===== config.mk =====
export PLATFORM = sky130hd
export DESIGN_NAME = script_token_scanner
export DESIGN_NICKNAME = d
export VERILOG_FILES = /design/src/hdl/sts_pkg.sv /design/src/hdl/script_token_scanner.sv
export SDC_FILE = /design/constraint.sdc
export NUM_CORES = 1
export LEC_CHECK = 0
export BUFFER_PORTS_ARGS = -buffer_cell sky130_fd_sc_hd__buf_2
export CORE_MARGIN = 1.5
export CORE_UTILIZATION = 30
export CTS_CLUSTER_SIZE = 25
export DETAILED_ROUTE_END_ITERATION = 6
export GPL_TIMING_DRIVEN = 1
export SYNTH_ARGS = -nofsm -noshare
export SYNTH_HDL_FRONTEND = slang
export SYNTH_SLANG_ARGS = --single-unit

===== constraint.sdc =====
create_clock -name clk -period 4.43 [get_ports clk]
set_input_delay 0.886 -clock clk [delete_from_list [all_inputs] [get_ports clk]]
set_output_delay 0.886 -clock clk [all_outputs]
set_load 0.005 [all_outputs]

===== src/hdl/sts_pkg.sv =====
`timescale 1ns / 1ps

package sts_pkg;

	localparam int POSITION_BITS_DEF = 16;
	localparam int OUT_BITS          = 16;
	localparam int PREFIX_BITS       = 48;
	localparam int KEYWORDS          = 9;
	localparam int FIFO_DEPTH        = 4;

	typedef enum logic [1:0] {
		MODE_IDLE  = 2'd0,
		MODE_NUM   = 2'd1,
		MODE_IDENT = 2'd2
	} scan_mode_t;

	typedef logic [4:0] kind_t;

	localparam kind_t KIND_NUMBER = 5'd0;
	localparam kind_t KIND_IDENT  = 5'd1;
	localparam kind_t KIND_KW_IF  = 5'd2;
	localparam kind_t KIND_PLUS   = 5'd11;
	localparam kind_t KIND_MINUS  = 5'd12;
	localparam kind_t KIND_STAR   = 5'd13;
	localparam kind_t KIND_SLASH  = 5'd14;
	localparam kind_t KIND_EQUAL  = 5'd15;
	localparam kind_t KIND_LPAREN = 5'd16;
	localparam kind_t KIND_RPAREN = 5'd17;
	localparam kind_t KIND_LBRACE = 5'd18;
	localparam kind_t KIND_RBRACE = 5'd19;
	localparam kind_t KIND_LBRACK = 5'd20;
	localparam kind_t KIND_RBRACK = 5'd21;
	localparam kind_t KIND_COMMA  = 5'd22;
	localparam kind_t KIND_COLON  = 5'd23;
	localparam kind_t KIND_SEMI   = 5'd24;
	localparam kind_t KIND_EOF    = 5'd25;
	localparam kind_t KIND_ERROR  = 5'd26;

	// keyword spellings, right aligned, first byte highest
	localparam logic [PREFIX_BITS-1:0] KW_TEXT [KEYWORDS] = '{
		48'h0000_0000_6966,     // if
		48'h0000_656C_7365,     // else
		48'h0000_5452_5545,     // TRUE
		48'h0046_414C_5345,     // FALSE
		48'h0077_6869_6C65,     // while
		48'h7265_7475_726E,     // return
		48'h0000_6675_6E63,     // func
		48'h0000_0076_6172,     // var
		48'h0000_6563_686F      // echo
	};

	typedef struct packed {
		kind_t                kind;
		logic [OUT_BITS-1:0]  start;
		logic [OUT_BITS-1:0]  length;
		logic                 last;
	} token_t;

	function automatic logic [OUT_BITS-1:0] sat_out(input logic [31:0] v);
		sat_out = (v > 32'd65535) ? 16'hFFFF : v[OUT_BITS-1:0];
	endfunction

	// single-byte tokens; anything unlisted is an error
	function automatic kind_t punct_kind(input logic [7:0] c);
		case (c)
			8'h2B:   punct_kind = KIND_PLUS;
			8'h2D:   punct_kind = KIND_MINUS;
			8'h2A:   punct_kind = KIND_STAR;
			8'h2F:   punct_kind = KIND_SLASH;
			8'h3D:   punct_kind = KIND_EQUAL;
			8'h28:   punct_kind = KIND_LPAREN;
			8'h29:   punct_kind = KIND_RPAREN;
			8'h7B:   punct_kind = KIND_LBRACE;
			8'h7D:   punct_kind = KIND_RBRACE;
			8'h5B:   punct_kind = KIND_LBRACK;
			8'h5D:   punct_kind = KIND_RBRACK;
			8'h2C:   punct_kind = KIND_COMMA;
			8'h3A:   punct_kind = KIND_COLON;
			8'h3B:   punct_kind = KIND_SEMI;
			default: punct_kind = KIND_ERROR;
		endcase
	endfunction

endpackage


===== src/hdl/script_token_scanner.sv =====
`timescale 1ns / 1ps

// Streaming lexer: one source byte per transfer on the slave side, tokens on the
// master side. Whitespace (space, newline, tab) is skipped; digit runs become
// number tokens; a letter starts an identifier (letters, digits, underscore)
// that is matched case-sensitively against nine keywords when it ends; fourteen
// punctuation bytes give one-byte tokens; a zero byte gives end of file and
// resets the offset; anything else is an error token. A byte that ends a run
// can yield two tokens (the run, then its own), and tlast marks the final
// token caused by each byte. Start and length saturate at 65535; the internal
// offset saturates at 2^POSITION_BITS-1. A byte is registered on acceptance,
// scanned from that register once the token queue has room, and its tokens go
// into that queue, which feeds the master side. One byte per cycle is sustained
// while the four-entry token queue has room for two; bytes yielding two tokens
// drain at the master side's single-token-per-cycle rate, which limits rate.
module script_token_scanner #(
	parameter int POSITION_BITS = sts_pkg::POSITION_BITS_DEF
) (
	input  logic        clk,
	input  logic        arst_n,
	input  logic        s_axis_tvalid,
	output logic        s_axis_tready,
	input  logic [7:0]  s_axis_tdata,   // [7:0] char_in
	output logic        m_axis_tvalid,
	input  logic        m_axis_tready,
	output logic [39:0] m_axis_tdata,   // [4:0] token_kind, [20:5] token_start,
	                                    // [36:21] token_length, [39:37] zero
	output logic        m_axis_tlast    // last_of_run
);
	import sts_pkg::*;

	localparam int PTR_BITS = $clog2(FIFO_DEPTH);
	localparam int CNT_BITS = $clog2(FIFO_DEPTH + 1);
	localparam logic [POSITION_BITS-1:0] POS_MAX = '1;

	// input register
	logic        valid_s1;
	logic [7:0]  byte_s1;

	// scanner state
	scan_mode_t                mode_q, mode_d;
	logic [POSITION_BITS-1:0]  pos_q, pos_d;
	logic [POSITION_BITS-1:0]  start_q, start_d;
	logic [PREFIX_BITS-1:0]    prefix_q, prefix_d;
	logic                      too_long_q, too_long_d;

	// token queue
	token_t               fifo_q [FIFO_DEPTH];
	logic [PTR_BITS-1:0]  wr_q, rd_q;
	logic [CNT_BITS-1:0]  count_q;

	logic        consume, pop;
	logic        is_digit, is_letter, is_space, is_under, is_cont;
	logic        run_open, run_ends;
	kind_t       run_kind;
	token_t      run_tok, own_tok, tok0, tok1;
	logic        own_valid;
	logic [1:0]  n_push;

	// Stall the scan unless the queue can take two tokens.
	assign consume       = valid_s1 && (count_q <= CNT_BITS'(FIFO_DEPTH - 2));
	assign s_axis_tready = !valid_s1 || consume;
	assign pop           = m_axis_tvalid && m_axis_tready;

	always_ff @(posedge clk or negedge arst_n) begin
		if (!arst_n) begin
			valid_s1 <= 1'b0;
		end else if (s_axis_tready) begin
			valid_s1 <= s_axis_tvalid;
		end
	end

	always_ff @(posedge clk) begin
		if (s_axis_tvalid && s_axis_tready) begin
			byte_s1 <= s_axis_tdata;
		end
	end

	// byte classes
	assign is_digit  = (byte_s1 >= 8'h30) && (byte_s1 <= 8'h39);
	assign is_letter = ((byte_s1 >= 8'h41) && (byte_s1 <= 8'h5A)) ||
	                   ((byte_s1 >= 8'h61) && (byte_s1 <= 8'h7A));
	assign is_space  = (byte_s1 == 8'h20) || (byte_s1 == 8'h0A) || (byte_s1 == 8'h09);
	assign is_under  = (byte_s1 == 8'h5F);
	assign run_open  = (mode_q != MODE_IDLE);
	assign is_cont   = ((mode_q == MODE_NUM) && is_digit) ||
	                   ((mode_q == MODE_IDENT) && (is_letter || is_digit || is_under));
	assign run_ends  = run_open && !is_cont;

	// kind of the pending run; keyword compares run side by side
	always_comb begin
		run_kind = (mode_q == MODE_NUM) ? KIND_NUMBER : KIND_IDENT;
		if (mode_q == MODE_IDENT && !too_long_q) begin
			for (int i = 0; i < KEYWORDS; i++) begin
				if (prefix_q == KW_TEXT[i]) begin
					run_kind = KIND_KW_IF + kind_t'(i);
				end
			end
		end
	end

	// next mode
	always_comb begin
		mode_d = mode_q;
		if (!is_cont) begin
			if (is_digit) begin
				mode_d = MODE_NUM;
			end else if (is_letter) begin
				mode_d = MODE_IDENT;
			end else begin
				mode_d = MODE_IDLE;
			end
		end
	end

	// tokens and remaining state
	always_comb begin
		start_d    = start_q;
		prefix_d   = prefix_q;
		too_long_d = too_long_q;
		pos_d      = (pos_q < POS_MAX) ? pos_q + 1'b1 : pos_q;

		run_tok.kind   = run_kind;
		run_tok.start  = sat_out(32'(start_q));
		run_tok.length = sat_out(32'(pos_q - start_q));
		run_tok.last   = 1'b0;

		own_valid      = 1'b0;
		own_tok.kind   = punct_kind(byte_s1);
		own_tok.start  = sat_out(32'(pos_q));
		own_tok.length = 16'd1;
		own_tok.last   = 1'b1;

		if (is_cont) begin
			if (mode_q == MODE_IDENT) begin
				if (prefix_q[PREFIX_BITS-1 -: 8] != 8'd0) begin
					too_long_d = 1'b1;
				end
				prefix_d = {prefix_q[PREFIX_BITS-9:0], byte_s1};
			end
		end else if (is_digit || is_letter) begin
			start_d    = pos_q;
			prefix_d   = PREFIX_BITS'(byte_s1);
			too_long_d = 1'b0;
		end else if (byte_s1 == 8'h00) begin
			own_valid    = 1'b1;
			own_tok.kind = KIND_EOF;
			pos_d        = '0;
			start_d      = '0;
			prefix_d     = '0;
			too_long_d   = 1'b0;
		end else if (!is_space) begin
			own_valid = 1'b1;
		end

		run_tok.last = !own_valid;
		if (run_ends) begin
			tok0 = run_tok;
			tok1 = own_tok;
		end else begin
			tok0 = own_tok;
			tok1 = own_tok;
		end
		n_push = 2'(run_ends) + 2'(own_valid);
	end

	always_ff @(posedge clk or negedge arst_n) begin
		if (!arst_n) begin
			mode_q     <= MODE_IDLE;
			pos_q      <= '0;
			start_q    <= '0;
			prefix_q   <= '0;
			too_long_q <= 1'b0;
		end else if (consume) begin
			mode_q     <= mode_d;
			pos_q      <= pos_d;
			start_q    <= start_d;
			prefix_q   <= prefix_d;
			too_long_q <= too_long_d;
		end
	end

	// token queue pointers
	always_ff @(posedge clk or negedge arst_n) begin
		if (!arst_n) begin
			wr_q    <= '0;
			rd_q    <= '0;
			count_q <= '0;
		end else begin
			if (consume) begin
				wr_q <= wr_q + PTR_BITS'(n_push);
			end
			if (pop) begin
				rd_q <= rd_q + 1'b1;
			end
			count_q <= count_q + CNT_BITS'(consume ? n_push : 2'd0) - CNT_BITS'(pop);
		end
	end

	always_ff @(posedge clk) begin
		if (consume && n_push != 2'd0) begin
			fifo_q[wr_q] <= tok0;
		end
		if (consume && n_push == 2'd2) begin
			fifo_q[wr_q + 1'b1] <= tok1;
		end
	end

	assign m_axis_tvalid = (count_q != '0);
	assign m_axis_tdata  = {3'b000, fifo_q[rd_q].length, fifo_q[rd_q].start,
	                        fifo_q[rd_q].kind};
	assign m_axis_tlast  = fifo_q[rd_q].last;

	// queue occupancy never exceeds its depth
	a_count_bound: assert property (@(posedge clk) disable iff (!arst_n)
		count_q <= CNT_BITS'(FIFO_DEPTH))
		else $error("token queue overfilled");

	// end of text leaves the scanner idle at offset zero
	a_eof_reset: assert property (@(posedge clk) disable iff (!arst_n)
		(consume && byte_s1 == 8'h00) |=> (mode_q == MODE_IDLE && pos_q == '0))
		else $error("end of text did not reset scanner");

	// a held byte is not overwritten while the scan stalls
	a_hold_byte: assert property (@(posedge clk) disable iff (!arst_n)
		(valid_s1 && !consume) |=> (valid_s1 && $stable(byte_s1)))
		else $error("stalled byte lost");

	// whitespace while idle produces no token
	a_idle_space: assert property (@(posedge clk) disable iff (!arst_n)
		(consume && mode_q == MODE_IDLE && is_space) |-> (n_push == 2'd0))
		else $error("token from idle whitespace");

endmodule

# Word-level counts from Yosys, hierarchy flattened
# Memories as Yosys holds them, arrays and structs flattened.
# Cells that the tools add are included.
word_totals:
  regBits: 99
  ramBits: 152
  input_bits: 12
  output_inout_bits: 43
  wordCells: 138
  memories: 1
memory_table:
  columns: ["memory", "words", "width", "read_ports", "rd_clocked_by_memory_dff", "wr", "line", "rtl"]
  rows:
  - ["fifo_q", 4, 38, 1, 0, 2, "script_token_scanner.sv:48", "token_t fifo_q [FIFO_DEPTH];"]
classes:
  addsub: 8
  order_cmp: 9
  eq_ne: 32
  muxes: 43
  n_bitwise: 1
  n_reduce_logical: 34
ops:
  columns: ["cell", "count"]
  rows:
  - ["$eq 48x31->1 const B", 4]
  - ["$mux 48", 4]
  - ["$mux 16", 7]
  - ["$eq 48x39->1 const B", 2]
  - ["$eq 8x6->1 const B", 11]
  - ["$pmux 5 s14", 1]
  - ["$mux 5", 12]
  - ["$eq 48x15->1 const B", 1]
  - ["$eq 48x23->1 const B", 1]
  - ["$eq 48x47->1 const B", 1]
  - ["$eq 8x7->1 const B", 5]
  - ["$mux 38", 1]
  - ["$gt 32x16->1 const B", 1]
  - ["$sub 16x16->17", 1]
  - ["$add 16x1->16 const B", 1]
  - ["$eq 8x4->1 const B", 2]
  - ["$ge 8x7->1 const B", 2]
  - ["$le 8x7->1 const B", 2]
  - ["$lt 16x16->1 const B", 1]
  - ["$mux 1", 14]
  - ["$logic_and 1x1->1", 12]
  - ["$ge 8x6->1 const B", 1]
  - ["$le 8x6->1 const B", 1]
  - ["$logic_not 8->1", 1]
  - ["other kinds (19)", 38]

# Depth between registers and ports, before layout
depth:
  ltp_word: 14
  ltp_mapped: 13
  depth_no_buf: 12

# Worst setup path after synthesis
# Ideal clock, no wire load.
synth_path:
  path_kind: "register to register"
  startpoint: "register byte_s1[0]"
  endpoint: "memory fifo_q[2][17] (netlist name) (enable)"
  t_arrival_ps: 3304
  path_slack_ps: 749
  path_stages_with_launch: 11
  path_buffers: 1
  cell_sequence: "edfxtp_1 or4_4 o221a_1 o31a_1 nor2_2 inv_2 ha_1 or3_1 buf_1 o21a_1 inv_1"
synth_rtl:
  columns: ["item", "line", "rtl"]
  rows:
  - ["from (decl)", "script_token_scanner.sv:38", "logic [7:0] byte_s1;"]
  - ["from (signal assigned)", "script_token_scanner.sv:75", "byte_s1 <= s_axis_tdata;"]
  - ["to (decl)", "script_token_scanner.sv:48", null]

==> impl_metrics.ini <==
[status]
outcome = complete, no violations

[place]
dp_hpwl_mm = 24.1
gp_congestion = 0.869
dp_slack_ps = 414
portBuffers = 51
dpl.cell_count = 1804

[cells_and_area]
instances_no_fill = 1856
layout_common_cells = 183 x nand2_1, 118 x o21ai_0, 92 x edfxtp_1
diodes = 0
drive_above_1_share_pct = 14.0
area_growth_pct = 14.2
nNetsFinal = 1331
final_common_cell = nand2_1

[grt]
grt_pass1_vias = 9876
antenna_found_initial = 0
grt_start_max_net_pins = 49
grt_pass1_wl_mm = 57.3
grt-ovfl-total = 0
grt_use_total_pct = 16.3

[sta]
finalCritPeriodShare_pct = 91.0
fin_ws_ps = 398
fin_setup_tns_ps = 0
finalHoldViolCount = 0
max_slew_margin_pct = 26.5
slew_violations = 0
tightest_slew_ps = 1100
rsz0062_at_grt = no
fin_crit_ps = 4030
finalClockSkew_ps = 24.4
setup_viol = 0
fmax_mhz = 248

[die]
fp.coreArea_sq_um = 42100
die_w_microns = 210
num_io_pins = 55
die_h_microns = 210
die_area_sq_um = 44200
initial_core_util_pct = 30.6
row_count = 75

[flow_run]
max_cap_violations = 0

[synth]
synth_seq_area_share_pct = 49.7
syn_inst = 1264
synthFlopType = edfxtp_1
synth_edf_count = 92
yosysTopAreaCell = edfxtp_1
ys_top_cells_by_area = edfxtp_1 21%, dfrtp_1 18%, dfxtp_1 11%, mux4_2 6.6%, a22o_1 5.6%
async_flop_share_pct = 36.3
yosysWarnings = 0
synth_area_per_cell_sq_um = 10.2
synth_cell_type_count = 75
netlist.area_leader.share_pct = 21.4
synth_area_sq_um = 12900
synth-seq-cells = 251

[clock_tree]
cts_num_sinks = 251
cts-root-buf = clkbuf_16
clkTransAtPathRegs_ps = 60
hold_buffers = 0
clock_latency_ps = 580
post_cts_buffers = 0
cts_tree = built
cts_buffers = 28
cts_max_level = 1
ctsResizeCount = 0
cts_max_path_buffers = 3

[detailed_routing]
first_pass_iters = 5
via_per_inst = 5.45
wl_met3_mm = 2.30
drc = 0
detail-route-antenna-nets = 0
dr_wl_met2_mm = 16.9
top_layer = met4
wl_per_cell_microns = 19.3
wirelength_mm = 35.8
first_iter_violations = 835
vias = 10119
met1_length_mm = 16.0

[power]
leakagePower_nw = 5.55
ir_drop_mv = 0.317
p_per_area_nw_per_um2 = 673

[worst_setup_path]
crit_type = flip-flop to flip-flop
crit_arrival_ps = 4430
cp-start-kind = flip-flop
end_kind = flip-flop
worst_ep_required_time_ps = 4830
cp_max_fo = 14

[worst_hold_path]
hold_path_class = primary input to async pin
==> metal layers <==
| layer | track usage, % | vias to the layer above |
|---|---|---|
| met5 | 0 | - |
| met4 | 3.97 | 0 |
| met3 | 2.49 | 50 |
| met2 | 26.7 | 322 |
| met1 | 22.6 | 4975 |
| li1 | - | 4772 |
==> final cells by class <==
cell class,instances,area (sq um)
fill,4184,27400
sequential,251,6400
multi-input combinational,891,6000
clock buffer,49,901
tap,539,674
timing repair buffer,84,543
inverter,39,146
clock inverter,3,40.0
==> power by group <==
| group | leakage [nW] | internal, mW | total [mW] | switching (mW) |
|---|---|---|---|---|
| Combinational | 2.45 | 1.60 | 3.97 | 2.37 |
| Sequential | 2.64 | 3.07 | 3.59 | 0.520 |
| Clock | 0.460 | 1.37 | 2.34 | 0.961 |
==> synth_stat cells, drive strengths merged, types with 6 or more instances <==
cell and count:
nand2 183, nor4bb 8, dfxtp 68, a22oi 10, buf 34, o21a 9
nand3 31, xor2 8, edfxtp 92, a22o 82, a21oi 36, o22ai 21
inv 39, nor4 26, clkbuf 51, nor3 29, or3 23, and3 12
nand2b 11, nor2b 13, nand3b 8, nor2 72, o21ai 122, and2 9
xnor2 16, dfrtp 91, nand4 15, ha 22, mux4 38, o22a 6
==> sequential cells by signal, indices dropped and copies added, names as in the netlist <==
register / count
byte_s1: 8
count_q: 3
fifo_q: 152
mode_q: 2
pos_q: 16
prefix_q: 48
rd_q: 2
start_q: 16
too_long_q: 1
valid_s1: 1
wr_q: 2
==> stage by stage <==
| stage | total power, mW | instance area (sq um) | hold slack [ps] | utilization, % |
|---|---|---|---|---|
| after detailed placement | 7.61 | 13800 | 440 | 32.7 |
| final | 9.89 | 14700 | 334 | 34.9 |
| after CTS | 9.97 | 14700 | 339 | 34.9 |
| after global routing | 10.5 | 14700 | 371 | 34.9 |
| after floorplan | 6.08 | 12900 | 420 | - |
| after global placement | 7.53 | 13800 | 430 | 32.7 |
==> critical path, stage by stage, from the launching register on <==
cell and delay, ps:
edfxtp_1 510, or4_4 480, o221a_1 310, o31a_1 370, nor2_2 160, inv_2 100, ha_1 270, or3_1 560
or3_1 620, buf_4 300, o21ai_0 170
==> worst paths after layout <==
kind,from,endpoint,slack [ps],depth (start not counted)
hold reg to reg,fifo_q[3][5],fifo_q[3][5],450,2
hold / removal,arst_n,prefix_q[19],330,1
setup / recovery,byte_s1[3],fifo_q[2][31],400,10
setup reg to reg,byte_s1[3],fifo_q[2][31],400,10
max in group asynchronous,arst_n,rd_q[0],3280,2
min in group clk,fifo_q[3][5],fifo_q[3][5],450,2
==> logic make-up (layout without fill, tap and decap cells) <==
kind of cell | after synthesis | count (layout) | synth area share [%]
AO/OA/AOI/OAI | 333 | 333 | 17.4
XOR/XNOR | 24 | 24 | 1.63
adder cells (fa/ha/maj) | 25 | 25 | 2.53
buffers and inverters | 124 | 175 | 3.93
flip-flops | 251 | 251 | 49.7
multiplexers | 39 | 39 | 6.72
other | 1 | 3 | 0.0291
AND/OR/NAND/NOR | 467 | 467 | 18.1
Power figures use the tool's default switching activity.
